### src/sv/isrt_pkg.sv
// Package with shared types for the insertion sorter.
package isrt_pkg;

  typedef logic signed [31:0] value_t;

  // Per-cycle command broadcast from the controller to every cell.
  typedef struct packed {
    logic insert;  // insert the broadcast value into the chain
    logic drain;   // shift the whole chain one place toward cell 0
  } cell_ctrl_t;

  typedef enum logic {
    ST_FILL,
    ST_DRAIN
  } sort_state_t;

endpackage

### src/sv/isrt_cell.sv
// One cell of the insertion chain: holds a single sorted value and its valid bit.
module isrt_cell (
  input  logic                clk,
  input  logic                rst,
  input  isrt_pkg::cell_ctrl_t ctrl,
  input  isrt_pkg::value_t    new_value,
  input  logic                left_take,
  input  logic                left_valid,
  input  isrt_pkg::value_t    left_value,
  input  logic                right_valid,
  input  isrt_pkg::value_t    right_value,
  output logic                take,
  output logic                valid,
  output isrt_pkg::value_t    value
);
  import isrt_pkg::*;

  // An empty cell counts as holding plus infinity, so it lies at or after the
  // insertion point. Equal values stay put, which keeps the sort stable.
  assign take = !valid || (value > new_value);

  always_ff @(posedge clk) begin
    if (rst) begin
      valid <= 1'b0;
    end else if (ctrl.drain) begin
      valid <= right_valid;
    end else if (ctrl.insert) begin
      valid <= valid | left_valid;
    end
  end

  always_ff @(posedge clk) begin
    if (ctrl.drain) begin
      value <= right_value;
    end else if (ctrl.insert && take) begin
      value <= left_take ? left_value : new_value;
    end
  end

endmodule

### config.mk
export PLATFORM = sky130hd
export DESIGN_NAME = isrt_cell
export DESIGN_NICKNAME = d
export VERILOG_FILES = /design/src/sv/isrt_pkg.sv /design/src/sv/isrt_cell.sv
export SDC_FILE = /design/constraint.sdc
export NUM_CORES = 1
export LEC_CHECK = 0
export BUFFER_PORTS_ARGS = -buffer_cell sky130_fd_sc_hd__buf_2
export CORE_MARGIN = 5
export CORE_UTILIZATION = 49
export DETAILED_ROUTE_END_ITERATION = 6
export PLACE_DENSITY = 0.87
export RECOVER_POWER = 100
export SLEW_MARGIN = 20
export SYNTH_ARGS = -nofsm -noshare
export SYNTH_HDL_FRONTEND = slang
export SYNTH_SLANG_ARGS = --single-unit
### constraint.sdc
create_clock -name clk -period 5.5 [get_ports clk]
set_input_delay 0.55 -clock clk [delete_from_list [all_inputs] [get_ports clk]]
set_output_delay 0.55 -clock clk [all_outputs]
set_load 0.1 [all_outputs]
==> summary.txt <==
Critical path
  • Reg-to-reg setup timing slack: 2.60 ns
  • CP max FO: 2
  • Critical path endpoint category: primary output
  • Required @ worst endpoint: 4.95 ns
  • Worst reg2reg path startpoint: value[5]$_DFFE_PP_
  • Worst Setup Path Type: flop to primary output
  • CP Launch Point: value[5]$_DFFE_PP_
  • Worst path cell trace: ha_1, a21o_1, nand3_1, a2111oi_2, a211oi_1, o211a_1, o21ai_1, clkbuf_1
  • FF-to-FF path depth: 7
  • Data arrival, critical path: 3.00 ns
  • Slowest-stage cell, CP: clkbuf_1
  • Reg-to-Reg End: value[1]$_DFFE_PP_
  • Startpoint class of the critical path: flop
  • CP max stage delay: 0.91 ns

CTS
  • Clock transition at the registers of the reported paths: 0.07 ns
  • Clock Sinks: 33
  • CTS Buffer Depth: 2
  • CTS root buf: clkbuf_8
  • CTS H-tree depth: 2
  • # resized after CTS: 0
  • TritonCTS buffer count: 5
  • Post-CTS Setup Inserts: 0
  • CTS tree: done
  • Worst skew pair latency: 0.28 ns
  • CTS hold repair buffers: 0

Drt
  • First-pass DRT Iterations: 4
  • WL final: 6.761 mm
  • Total number of vias: 2371
  • WL per Instance: 14.45 um
  • DRC viols: 0
  • Via density: 5.066
  • Final ANT Viol Nets: 0
  • Drt initial violations: 88

Timing
  • Skew final: 0.006420 ns
  • Setup Viol. Count Final: 0
  • Setup ws final: 1.954 ns
  • Slew Limit Fails: 68
  • RSZ-0062 raised after global routing: false
  • Slew @ Worst Pin: 2.310 ns
  • Min Tclk post-route: 3.546 ns
  • Rel. slew slack: -0.5402
  • Hold WS: 0.4203 ns
  • Hold Vio Cnt, Final: 0
  • Setup TNS Final: 0 ns
  • Final period utilization: 0.6448
  • F_max: 0.2820 GHz

GRT
  • Busiest metal layer after global routing: met2
  • GR Util All Layers: 0.2045
  • GRT met3 Usage: 0.06250
  • Initial antenna violation count: 1
  • Congestion Overflow GR: 0
  • Met2 Use GR: 0.3713
  • Met1 usage: 0.2226
  • Number of global-route vias before repair: 2399
  • Largest net degree at the start of global routing: 68
  • First-pass GRT wire length: 10.48 mm

Finish
  • Fraction of layout cells with a size suffix above 1: 0.2789
  • Multi-input gate area: 1366 sq um
  • Number of diodes: 0
  • NumNets Final: 532
  • Most common cell after layout, fill and taps aside: buf_2
  • Area Growth Syn to Fin: 30.68%
  • Storage cell area: 980.9 sq um
  • Most frequent cells in the layout: 101 x buf_2, 38 x nand2_1, 38 x clkbuf_1, 35 x inv_1, 35 x o21ai_0
  • Final instance area: 3283 sq um
  • Fillers: 444

Outcome
  • Failing checks: max-capacitance violations, max-slew violations
  • Status: complete, but fails checks

Floorplanning
  • DIE AREA: 6659 sq um
  • Die Ht: 81.61 um
  • Initial Utilization: 0.4983
  • Number of I/O pins: 137
  • Die width: 81.61 um
  • Num rows: 26
  • Core Region: 5042 sq um

Synthesis
  • Mapped Area: 2512 sq um
  • Top cell type's share of synthesized area: 0.3825
  • Cell taking the most area after synthesis: edfxtp_1
  • Yosys warning count: 0
  • Top cells by area, synth: edfxtp_1 38%, ha_1 16%, mux2i_1 13%
  • Netlist cell types: 26
  • Yosys reg bits: 33
  • Avg Inst Size Synth: 9.481 sq um
  • Net Count, Synth: 400
  • Post-synthesis cell count: 265
  • Sequential-to-total area share from yosys stat: 0.3904

Pwr
  • Pleak: 1.681 nW
  • Peak VDD IR: 0.1518 mV
  • Pwr per Cell Area: 285.9 nW/um^2
  • Total power: 0.9386 mW

Hold path
  • HP Class: primary input to flop
  • HP Start: rst
  • Hold Path End: valid$_SDFFE_PP0P_
  • Hold path cells: 2

Placement
  • Pre-CTS setup slack: 2.322 ns
  • Port Buffer Count: 136
  • Dpl hpwl: 5.443 mm
  • Gpl congestion: 0.8301
  • Placed Area: 3247 sq um

Job
  • Max-Cap Viols: 1
how the worst max path moves through the flow:
stage / end / slack, ns
CTS: take / 2.40
global route: take / 1.86
detailed placement: value[25]$_DFFE_PP_ / 2.32
global placement: value[24]$_DFFE_PP_ / 2.43
finish: take / 1.95
floorplan: take / 1.56
critical path, delay by kind of cell (launching register included):
family	cells	cell delay, ns
adders and majority gates	1	0.32
buffers and inverters	1	0.91
and+or+nand+nor	1	0.09
DFF	1	0.42
AOI/OAI and AO/OA	5	0.97
synthesized netlist by cell type:
master     number
nor2_1          4
o21a_1          1
or2_1           1
inv_1          35
o221ai_1        1
nor4_2          2
mux2i_1        32
a21o_1          3
a211oi_1        2
buf_2           3
clkbuf_1        8
ha_1           32
nand2b_1        1
a2111oi_2       1
o21ai_1         2
and4_1          1
o21ai_0        35
o211a_1         2
nand4_1         5
o31ai_1         1
nand4_2         1
nand3_1         5
nand2_1        38
edfxtp_1       32
a21oi_1        16
dfxtp_1         1
state kept, by name (all words and copies together) (netlist names):
signal / cells
valid: 1
value: 32
logic make-up after synthesis:
| kind of cell | count (synthesis) | share of synthesized area |
|---|---|---|
| AND/OR/NAND/NOR | 58 | 0.1086 |
| flip-flops | 33 | 0.3904 |
| adder cells (fa/ha/maj) | 32 | 0.1594 |
| AO/OA/AOI/OAI | 64 | 0.1439 |
| buffers and inverters | 46 | 0.07022 |
| multiplexers | 32 | 0.1275 |
layout make-up:
cell class,count,share of cell area
multi-input combinational,186,0.4162
sequential,33,0.2988
timing repair buffer,136,0.1940
inverter,35,0.04002
tap,70,0.02668
clock buffer,8,0.02439
per-layer routing:
metal / vias to the layer above / share of wire
li1: 1209 / -
met3: 12 / 0.074
met5: - / 0.0030
met1: 1060 / 0.40
met2: 88 / 0.50
met4: 2 / 0.019
through the flow:
stage / instances / util
2_1_floorplan: 265 / -
3_3_place_gp: 460 / 0.6439
3_5_place_dp: 460 / 0.6439
4_1_cts: 468 / 0.6598
5_1_grt: 468 / 0.6511
6_report: 468 / 0.6511
where the power goes:
group	switching, mW	internal (mW)	leakage (nW)
combinational	0.330	0.0965	1.30
clock	0.0896	0.0900	0.0395
sequential	0.0179	0.315	0.343
Power figures use the tool's default switching activity.
